<file path="src/design/aoc_pkg.sv">
`timescale 1ns / 1ps

package aoc_pkg;

  localparam int unsigned ADDR_W    = 3;
  localparam int unsigned DIV_STEPS = 16;
  // s1, s2, s3, s4, divider steps, product stage, output register
  localparam int unsigned NUM_STAGES = DIV_STEPS + 6;
  localparam int unsigned DIV_BASE   = 4;
  localparam int unsigned MIX_STAGE  = DIV_BASE + DIV_STEPS;
  localparam int unsigned OUT_STAGE  = MIX_STAGE + 1;

  localparam logic [16:0] Q_ONE       = 17'h10000;
  localparam logic [25:0] Q_HALF      = 26'h0008000;
  localparam logic [8:0]  OPACITY_ONE = 9'd256;

  typedef enum logic [0:0] {
    REG_LAYER_OPACITY = 1'b0
  } reg_index_t;

  typedef struct packed {
    logic [7:0] red;
    logic [7:0] green;
    logic [7:0] blue;
  } rgb_t;

  typedef struct packed {
    rgb_t base;
    rgb_t over;
  } pix_t;

  typedef struct packed {
    pix_t        pix;
    logic [16:0] ab;
    logic [15:0] prod;
  } s1_t;

  typedef struct packed {
    pix_t        pix;
    logic [16:0] ab;
    logic [16:0] ao;
  } s2_t;

  typedef struct packed {
    pix_t        pix;
    logic [16:0] ao;
    logic [16:0] keep;
  } s3_t;

  typedef struct packed {
    pix_t        pix;
    logic [16:0] af;
    logic [16:0] rem;
    logic [15:0] quo;
    logic [7:0]  alpha;
    logic        zero;
    logic        sat;
  } div_t;

  typedef struct packed {
    logic [7:0]  alpha;
    logic        zero;
    logic [24:0] pb_red;
    logic [24:0] pb_green;
    logic [24:0] pb_blue;
    logic [24:0] po_red;
    logic [24:0] po_green;
    logic [24:0] po_blue;
  } mix_t;

endpackage

</file>
<file path="src/design/alpha_over_composite.sv">
`timescale 1ns / 1ps
// Non-premultiplied over of an ARGB8888 overlay pixel onto a base pixel.
// Throughput: one pixel pair per cycle while out_stall is low; bubbles in the pipeline are squeezed out.
// Depth is set by the weight divider, sixteen stages of one quotient bit each.
// Reset (rst, synchronous): empties the pipeline and sets layer_opacity to 256.
module alpha_over_composite (
  input  logic                       clk,
  input  logic                       rst,
  input  logic                       psel,
  input  logic                       penable,
  input  logic                       pwrite,
  input  logic [aoc_pkg::ADDR_W-1:0] paddr,
  input  logic [31:0]                pwdata,
  output logic [31:0]                prdata,
  output logic                       pready,
  input  logic                       in_valid,
  output logic                       in_stall,
  input  logic [7:0]                 base_alpha,
  input  logic [7:0]                 base_red,
  input  logic [7:0]                 base_green,
  input  logic [7:0]                 base_blue,
  input  logic [7:0]                 over_alpha,
  input  logic [7:0]                 over_red,
  input  logic [7:0]                 over_green,
  input  logic [7:0]                 over_blue,
  output logic                       out_valid,
  input  logic                       out_stall,
  output logic [7:0]                 out_alpha,
  output logic [7:0]                 out_red,
  output logic [7:0]                 out_green,
  output logic [7:0]                 out_blue
);
  import aoc_pkg::*;

  logic [8:0] layer_opacity;
  logic       reg_sel;

  logic [NUM_STAGES-1:0] vld;
  logic [NUM_STAGES-1:0] en;

  s1_t  s1;
  s2_t  s2;
  s3_t  s3;
  div_t s4;
  div_t dv      [DIV_STEPS];
  div_t div_src [DIV_STEPS];
  div_t div_res [DIV_STEPS];
  mix_t m1;

  logic        accept;
  logic [8:0]  lo;
  logic [16:0] oa_prod;
  logic [16:0] p_fold;
  logic [33:0] keep_prod;
  logic [16:0] af;
  logic [25:0] alpha_sum;
  logic [17:0] rem2 [DIV_STEPS];
  logic [16:0] w;
  logic [16:0] wc;
  logic [25:0] sum_red;
  logic [25:0] sum_green;
  logic [25:0] sum_blue;

  // configuration port
  assign pready  = 1'b1;
  assign reg_sel = (paddr[ADDR_W-1:2] == REG_LAYER_OPACITY);

  always_ff @(posedge clk) begin
    if (rst) begin
      layer_opacity <= OPACITY_ONE;
    end else if (psel && penable && pwrite && reg_sel) begin
      layer_opacity <= pwdata[8:0];
    end
  end

  always_comb begin
    prdata = 32'd0;
    if (reg_sel) begin
      prdata = {23'd0, layer_opacity};
    end
  end

  // a stage advances when it is empty or its successor advances
  always_comb begin
    en[OUT_STAGE] = !vld[OUT_STAGE] || !out_stall;
    for (int i = OUT_STAGE - 1; i >= 0; i--) begin
      en[i] = !vld[i] || en[i+1];
    end
  end

  assign in_stall = rst || !en[0];
  assign accept   = in_valid && !in_stall;

  always_ff @(posedge clk) begin
    if (rst) begin
      vld <= '0;
    end else begin
      if (en[0]) begin
        vld[0] <= accept;
      end
      for (int i = 1; i < NUM_STAGES; i++) begin
        if (en[i]) begin
          vld[i] <= vld[i-1];
        end
      end
    end
  end

  // stage 1: base opacity and overlay alpha times layer opacity
  assign lo      = layer_opacity[8] ? OPACITY_ONE : layer_opacity;
  assign oa_prod = {9'd0, over_alpha} * {8'd0, lo};

  always_ff @(posedge clk) begin
    if (en[0]) begin
      s1.pix.base.red   <= base_red;
      s1.pix.base.green <= base_green;
      s1.pix.base.blue  <= base_blue;
      s1.pix.over.red   <= over_red;
      s1.pix.over.green <= over_green;
      s1.pix.over.blue  <= over_blue;
      // x * 65536 / 255 is x * 257 plus one at full scale
      s1.ab   <= {1'b0, base_alpha, base_alpha} + {16'd0, (base_alpha == 8'hff)};
      s1.prod <= oa_prod[15:0];
    end
  end

  // stage 2: scaled overlay opacity, p * 256 / 255 = p + p / 255
  assign p_fold = {1'b0, s1.prod} + 17'd1 + {9'd0, s1.prod[15:8]};

  always_ff @(posedge clk) begin
    if (en[1]) begin
      s2.pix <= s1.pix;
      s2.ab  <= s1.ab;
      s2.ao  <= {1'b0, s1.prod} + {8'd0, p_fold[16:8]};
    end
  end

  // stage 3: product of the transparencies
  assign keep_prod = {17'd0, Q_ONE - s2.ab} * {17'd0, Q_ONE - s2.ao};

  always_ff @(posedge clk) begin
    if (en[2]) begin
      s3.pix  <= s2.pix;
      s3.ao   <= s2.ao;
      s3.keep <= keep_prod[32:16];
    end
  end

  // stage 4: result opacity, rounded alpha and divider set-up
  assign af        = Q_ONE - s3.keep;
  assign alpha_sum = {1'b0, af, 8'd0} - {9'd0, af} + Q_HALF;

  always_ff @(posedge clk) begin
    if (en[3]) begin
      s4.pix   <= s3.pix;
      s4.af    <= af;
      s4.rem   <= s3.ao;
      s4.quo   <= '0;
      s4.alpha <= alpha_sum[23:16];
      s4.zero  <= (af == 17'd0);
      // weight saturates at 1.0 whenever ao reaches af
      s4.sat   <= (s3.ao >= af);
    end
  end

  // restoring divider, one quotient bit per stage
  always_comb begin
    div_src[0] = s4;
    for (int i = 1; i < DIV_STEPS; i++) begin
      div_src[i] = dv[i-1];
    end
    for (int i = 0; i < DIV_STEPS; i++) begin
      div_res[i] = div_src[i];
      rem2[i]    = {div_src[i].rem, 1'b0};
      if (rem2[i] >= {1'b0, div_src[i].af}) begin
        div_res[i].rem = 17'(rem2[i] - {1'b0, div_src[i].af});
        div_res[i].quo = {div_src[i].quo[DIV_STEPS-2:0], 1'b1};
      end else begin
        div_res[i].rem = rem2[i][16:0];
        div_res[i].quo = {div_src[i].quo[DIV_STEPS-2:0], 1'b0};
      end
    end
  end

  always_ff @(posedge clk) begin
    for (int i = 0; i < DIV_STEPS; i++) begin
      if (en[DIV_BASE+i]) begin
        dv[i] <= div_res[i];
      end
    end
  end

  // channel products
  assign w  = dv[DIV_STEPS-1].sat ? Q_ONE : {1'b0, dv[DIV_STEPS-1].quo};
  assign wc = Q_ONE - w;

  always_ff @(posedge clk) begin
    if (en[MIX_STAGE]) begin
      m1.alpha    <= dv[DIV_STEPS-1].alpha;
      m1.zero     <= dv[DIV_STEPS-1].zero;
      m1.pb_red   <= {17'd0, dv[DIV_STEPS-1].pix.base.red}   * {8'd0, wc};
      m1.pb_green <= {17'd0, dv[DIV_STEPS-1].pix.base.green} * {8'd0, wc};
      m1.pb_blue  <= {17'd0, dv[DIV_STEPS-1].pix.base.blue}  * {8'd0, wc};
      m1.po_red   <= {17'd0, dv[DIV_STEPS-1].pix.over.red}   * {8'd0, w};
      m1.po_green <= {17'd0, dv[DIV_STEPS-1].pix.over.green} * {8'd0, w};
      m1.po_blue  <= {17'd0, dv[DIV_STEPS-1].pix.over.blue}  * {8'd0, w};
    end
  end

  // output register: round and drop a fully transparent result to zero
  assign sum_red   = {1'b0, m1.pb_red}   + {1'b0, m1.po_red}   + Q_HALF;
  assign sum_green = {1'b0, m1.pb_green} + {1'b0, m1.po_green} + Q_HALF;
  assign sum_blue  = {1'b0, m1.pb_blue}  + {1'b0, m1.po_blue}  + Q_HALF;

  always_ff @(posedge clk) begin
    if (en[OUT_STAGE]) begin
      out_alpha <= m1.zero ? 8'd0 : m1.alpha;
      out_red   <= m1.zero ? 8'd0 : sum_red[23:16];
      out_green <= m1.zero ? 8'd0 : sum_green[23:16];
      out_blue  <= m1.zero ? 8'd0 : sum_blue[23:16];
    end
  end

  assign out_valid = vld[OUT_STAGE];

endmodule

</file>
<file path="config.mk">
export PLATFORM = sky130hd
export DESIGN_NAME = alpha_over_composite
export DESIGN_NICKNAME = d
export VERILOG_FILES = /design/src/design/aoc_pkg.sv /design/src/design/alpha_over_composite.sv
export SDC_FILE = /design/constraint.sdc
export NUM_CORES = 2
export LEC_CHECK = 0
export ABC_AREA = 1
export BUFFER_PORTS_ARGS = -buffer_cell sky130_fd_sc_hd__buf_2
export CAP_MARGIN = 20
export CORE_MARGIN = 2
export CORE_UTILIZATION = 64
export DETAILED_ROUTE_END_ITERATION = 16
export PLACE_DENSITY = 0.81
export SLEW_MARGIN = 40
export SYNTH_ARGS = -nofsm -noshare
export SYNTH_HDL_FRONTEND = slang
export SYNTH_SLANG_ARGS = --single-unit
</file>
<file path="constraint.sdc">
create_clock -name clk -period 23.5 [get_ports clk]
set_input_delay 3.525 -clock clk [delete_from_list [all_inputs] [get_ports clk]]
set_output_delay 3.525 -clock clk [all_outputs]
set_load 0.005 [all_outputs]
</file>
### Yosys cells after proc, flatten, opt, wreduce, memory -nomap -nowiden

Memory sizes are Yosys's and may differ from the RTL's.
Index checks and enable logic that the tools add are counted.

* register bits after elaboration: 553
* memory bits (writable): 1728
* input port bits: 106
* output and inout bits: 67
* word-level logic and storage cells: 234
* memories: 1

Memories
* dv: depth 16, width 108, read ports 16, clocked after Yosys merged registers in 0, wr ports 16, line alpha_over_composite.sv:45 `div_t dv [DIV_STEPS];`

* add/subtract/negate cells: 32
* multipliers: 8
* order comparisons: 17
* equality and inequality tests: 1
* muxes and demuxes: 51
* bitwise gates (word level): 1
* reductions and logical operators: 53

Operator list (number)
* 2-to-1 mux 33 bit: 16
* greater-or-equal comparator 18 x 17 -> 1 bit: 16
* subtractor 17 bit: 16
* multiplier 8 x 17 -> 24 bit: 6
* adder 24 x 16 -> 24 bit, second input constant: 4
* adder 24 bit: 3
* subtractor 17 bit, first input constant: 4
* multiplier 17 x 17 -> 33 bit: 1
* 2-to-1 mux 1 bit: 32
* logical NOT 1 bit: 25
* subtractor 24 x 17 -> 24 bit: 1
* logical OR 1 bit: 23
* 2-to-1 mux 9 bit: 2
* adder 16 x 1 -> 17 bit: 1
* adder 16 x 1 -> 17 bit, second input constant: 1
* adder 16 x 9 -> 17 bit: 1
* adder 17 x 8 -> 17 bit: 1
* greater-or-equal comparator 17 bit: 1
* logical NOT 17 bit: 1
* 2-to-1 mux 17 bit: 1
* multiplier 8 x 9 -> 16 bit: 1
* == test 8 bit, second input constant: 1
* logical AND 1 bit: 4
* inverter 1 bit: 1

### Logic depth before layout (Yosys ltp)

* depth after elaboration: 27
* mapped depth: 36
* mapped depth without buffers: 35

### Least setup slack after synthesis

No wires, ideal clock.

* kind: input port to output port
* from: input out_stall
* to: output in_stall
* data arrival time: 17.287 ns
* required time: 19.975 ns
* slack: 2.688 ns
* stages: 12
* buffers on the path: 0
* cell sequence: nand3_2 > nor2_2 > nand4_2 > nor2_4 > nand4_2 > nor2_4 > nand4_4 > nor2_4 > nand4_2 > nor2_4 > nand4_2 > nand2_1

* word-level cells in the longest chain between the ends: 25

Ends and longest elaborated chain
* from (decl): line alpha_over_composite.sv:27 `input logic out_stall,`
* logical NOT 1 bit: line alpha_over_composite.sv:85 `en[OUT_STAGE] = !vld[OUT_STAGE] || !out_stall;`
* logical OR 1 bit: line alpha_over_composite.sv:85
* logical OR 1 bit (5 in a row): line alpha_over_composite.sv:87 `en[i] = !vld[i] || en[i+1];`
* named net en[16]: line alpha_over_composite.sv:39 `logic [NUM_STAGES-1:0] en;`
* logical OR 1 bit (4 in a row): line alpha_over_composite.sv:87
* named net en[12]: line alpha_over_composite.sv:39
* logical OR 1 bit (4 in a row): line alpha_over_composite.sv:87
* named net en[8]: line alpha_over_composite.sv:39
* logical OR 1 bit (4 in a row): line alpha_over_composite.sv:87
* named net en[4]: line alpha_over_composite.sv:39
* logical OR 1 bit (4 in a row): line alpha_over_composite.sv:87
* logical NOT 1 bit: line alpha_over_composite.sv:91 `assign in_stall = rst || !en[0];`
* logical OR 1 bit: line alpha_over_composite.sv:91
* to (decl): line alpha_over_composite.sv:17 `output logic in_stall,`

The timed path passes the listed nets, and every way through them passes these cells.

### Worst setup path in the final report

* from: input out_stall
* to: output in_stall

* word-level cells in the longest chain between the ends: 25

Ends and longest elaborated chain (line)
* logical NOT 1 bit: alpha_over_composite.sv:85
* logical OR 1 bit: alpha_over_composite.sv:85
* logical OR 1 bit: alpha_over_composite.sv:87
* named net en[20]: alpha_over_composite.sv:39
* logical OR 1 bit (4 in a row): alpha_over_composite.sv:87
* named net en[16]: alpha_over_composite.sv:39
* logical OR 1 bit (4 in a row): alpha_over_composite.sv:87
* named net en[12]: alpha_over_composite.sv:39
* logical OR 1 bit (4 in a row): alpha_over_composite.sv:87
* named net en[8]: alpha_over_composite.sv:39
* logical OR 1 bit (4 in a row): alpha_over_composite.sv:87
* named net en[4]: alpha_over_composite.sv:39
* logical OR 1 bit (4 in a row): alpha_over_composite.sv:87
* logical NOT 1 bit: alpha_over_composite.sv:91
* logical OR 1 bit: alpha_over_composite.sv:91

The timed path passes the listed nets, and every way through them passes these cells.

==> impl_results.md <==
* Die Area at 193000 um^2
* WHS at roughly 0.37 ns
* Initial antenna violation count at 1
* Avg Inst Size Synth at ~12 um^2
* RSZ-0062 raised after global routing: no
* IO buf count at roughly 120
* Sequential area share after synthesis at between 50% and 60%
* Setup crit end kind: primary output
* DP Worst Slack at 11.25 ns
* Crit path max-delay family: simple AND/OR/NAND/NOR gates
* Data required, critical path at around 20 ns
* Dominant cells by area after synthesis: edfxtp_1 (52%), fa_1 (13%), ha_1 (8.9%)
* Largest net degree at the start of global routing at 86
* Num rows at roughly 160
* HP Class: flip-flop to flip-flop
* Final Max Tran Viols at 0
* Setup TNS at 0 ns
* Crit path time final at about 12 ns
* CTS max path bufs at 3
* Post-CTS Resized at 0
* Fmax at just over 0.08 GHz
* Reg2reg start: s2[17]
* Routed length per instance at 19.9 um
* Grt ovf at 0
* Routed Wire Length at approximately 260 mm
* Delay of the slowest critical-path stage at about 0.53 ns
* Antenna-violating nets left at 0
* Final hold viol count at 0
* Area growth, synth to finish at 8.64%
* Startpoint type of the worst setup path: input pin
* First-pass GRT wire length at 423 mm
* Via count at about 77000
* CTS buffer count at about 200
* Slowest CP cell: nand4_4
* # setup viols final at 0
* FF+latch count, synth at 2127
* Post-CTS Setup Bufs at 0
* CP max FO at 50
* Die X at approximately 440 um
* Number of global-route vias before repair at roughly 80000
* Vias per cell at 5.75
* Post-synth ARST share at 0%
* Detailed router's first-iteration violation count at between 6000 and 7000
* DRT Pass-1 Iters at 6
* Core area at roughly 190000 um^2
* Fin nets at between 10000 and 15000
* CP bufs+invs at 4
* Outcome: completed
* HP Start: dv[0][768]
* Max_cap viols at 0
* Synth area leader: edfxtp_1
* DP HPWL at ~190 mm
* Crit share post-route at between 50% and 60%
* Gr usage total at between 20 and 30%
* Drt drc at 0
* Root Buffer: clkbuf_16
* Synth top area share at between 50% and 60%
* Die height at roughly 440 um
* Synth Warn # at 0
* Finished layout cell area at 132000 um^2
* IO Count at 173
* Critical Path Source: out_stall
* Distinct cells, synth at 64
* Worst slew margin at about two fifths
* Cells after Synth at approximately 10000
* CTS tree: built
* CTS clk-pin slew, worst paths at 0.06 ns
* Synth top cells by count: edfxtp_1 (2096), nand2_1 (1734), inv_1 (1695), ha_1 (860), fa_1 (812)
* Crit path DAT at around 8.8 ns
* Routability cong. at 0.966
* Mapped Area at approximately 120000 um^2
* Number of flops mapped to enable cells by yosys at approximately 2100
* Ys flop type: edfxtp_1
* CP Cell Sequence: buf_2, nand3_4, nor2_2, nand4_4, buf_4, nor2_4, nand4_4, nor2_4, nand4_4, buf_4, nor2_4, nand4_4, nor2_4, nand4_4, nand2_1, buf_2
* Share of layout cells above drive strength 1 at under 10%
* Fin Clk Skew at approximately 0.12 ns
* Final worst setup slack at 11.18 ns
* Worst skew pair latency at just over 0.9 ns
* CTS H-tree lvls at 4
* Cell mode on critical path: nand4_4
* Worst Max-Slew Pin Slew at slightly below 0.9 ns
* R2r setup slk at 14.98 ns
* DP Area at approximately 120000 um^2
* Starting Density at between 60% and 70%
* # hold bufs at CTS at 0
* Most instantiated library cell after synthesis: edfxtp_1
* Sinks on Clock Net at roughly 2100
* Worst setup path class: input pin to primary output
## path summary, 6_finish.rpt
| check | endpoint | depth (start not counted) |
|---|---|---|
| max | in_stall | 16 |
| min reg2reg | dv[1][13] | 0 |
| min | dv[1][13] | 0 |
| max reg2reg | s3[13] | 32 |
## per-stage QoR
step | util (%) | std cells
after floorplan | - | 10500
after global placement | 66.2 | 12900
after detailed placement | 66.3 | 12900
after CTS | 70.0 | 13300
after global routing | 70.0 | 13300
final | 70.0 | 13300
## sequential cells by signal, indices dropped and copies added, names as in the netlist
name / cells
layer_opacity: 9
s3: 82
out_red: 8
div_src: 17
div_res: 75
out_blue: 8
dv: 1574
vld: 22
out_green: 8
s2: 82
s1: 81
out_alpha: 8
m1: 153
## kinds of logic after synthesis
kind of cell	Yosys count	share of synthesized area, %
AOI/OAI and AO/OA	1326	5.94
xor gates and xnor gates	442	3.21
adders and majority gates	1672	22.3
buffers and inverters	1948	6.15
DFF	2127	52.5
other	2	0.00620
and+or+nand+nor	2955	9.91
## layout by cell type, fill, tap and decap left out, types with 24 or more instances in the layout
cell type	instances
buf_4	45
edfxtp_1	2096
nor3_1	67
clkbuf_1	30
nor2_1	787
bufinv_16	26
clkbuf_16	204
clkinv_2	42
o31ai_1	36
nand4_1	77
xor2_1	255
nand2_1	1728
a31oi_1	29
nand3_1	176
clkinv_1	45
fa_1	812
inv_1	1686
ha_1	859
conb_1	24
xnor2_1	183
nor4_1	27
a21o_1	29
dfxtp_1	31
a21oi_1	596
buf_2	123
o21ai_0	506
## per-layer routing
layer,up-vias,GRT usage [%],wire length [um]
met4,0,14.4,14600
met3,822,4.58,18500
met5,-,0,0
met2,3205,47.9,132000
met1,37400,34.6,99700
li1,35200,-,-
## cell type report
cell class	instances	area, um^2
fillers	12600	56400
well taps	2495	3120
multi-input cells	6419	50400
diodes	1	2.50
repair buffers	178	1090
inverters	1724	6490
flip-flops and latches	2127	63600
clock buffers	234	5220
clock inverters	139	1750
Power is not shown: default switching activity piles up to over one toggle a cycle in this logic, so the estimate is an artifact.
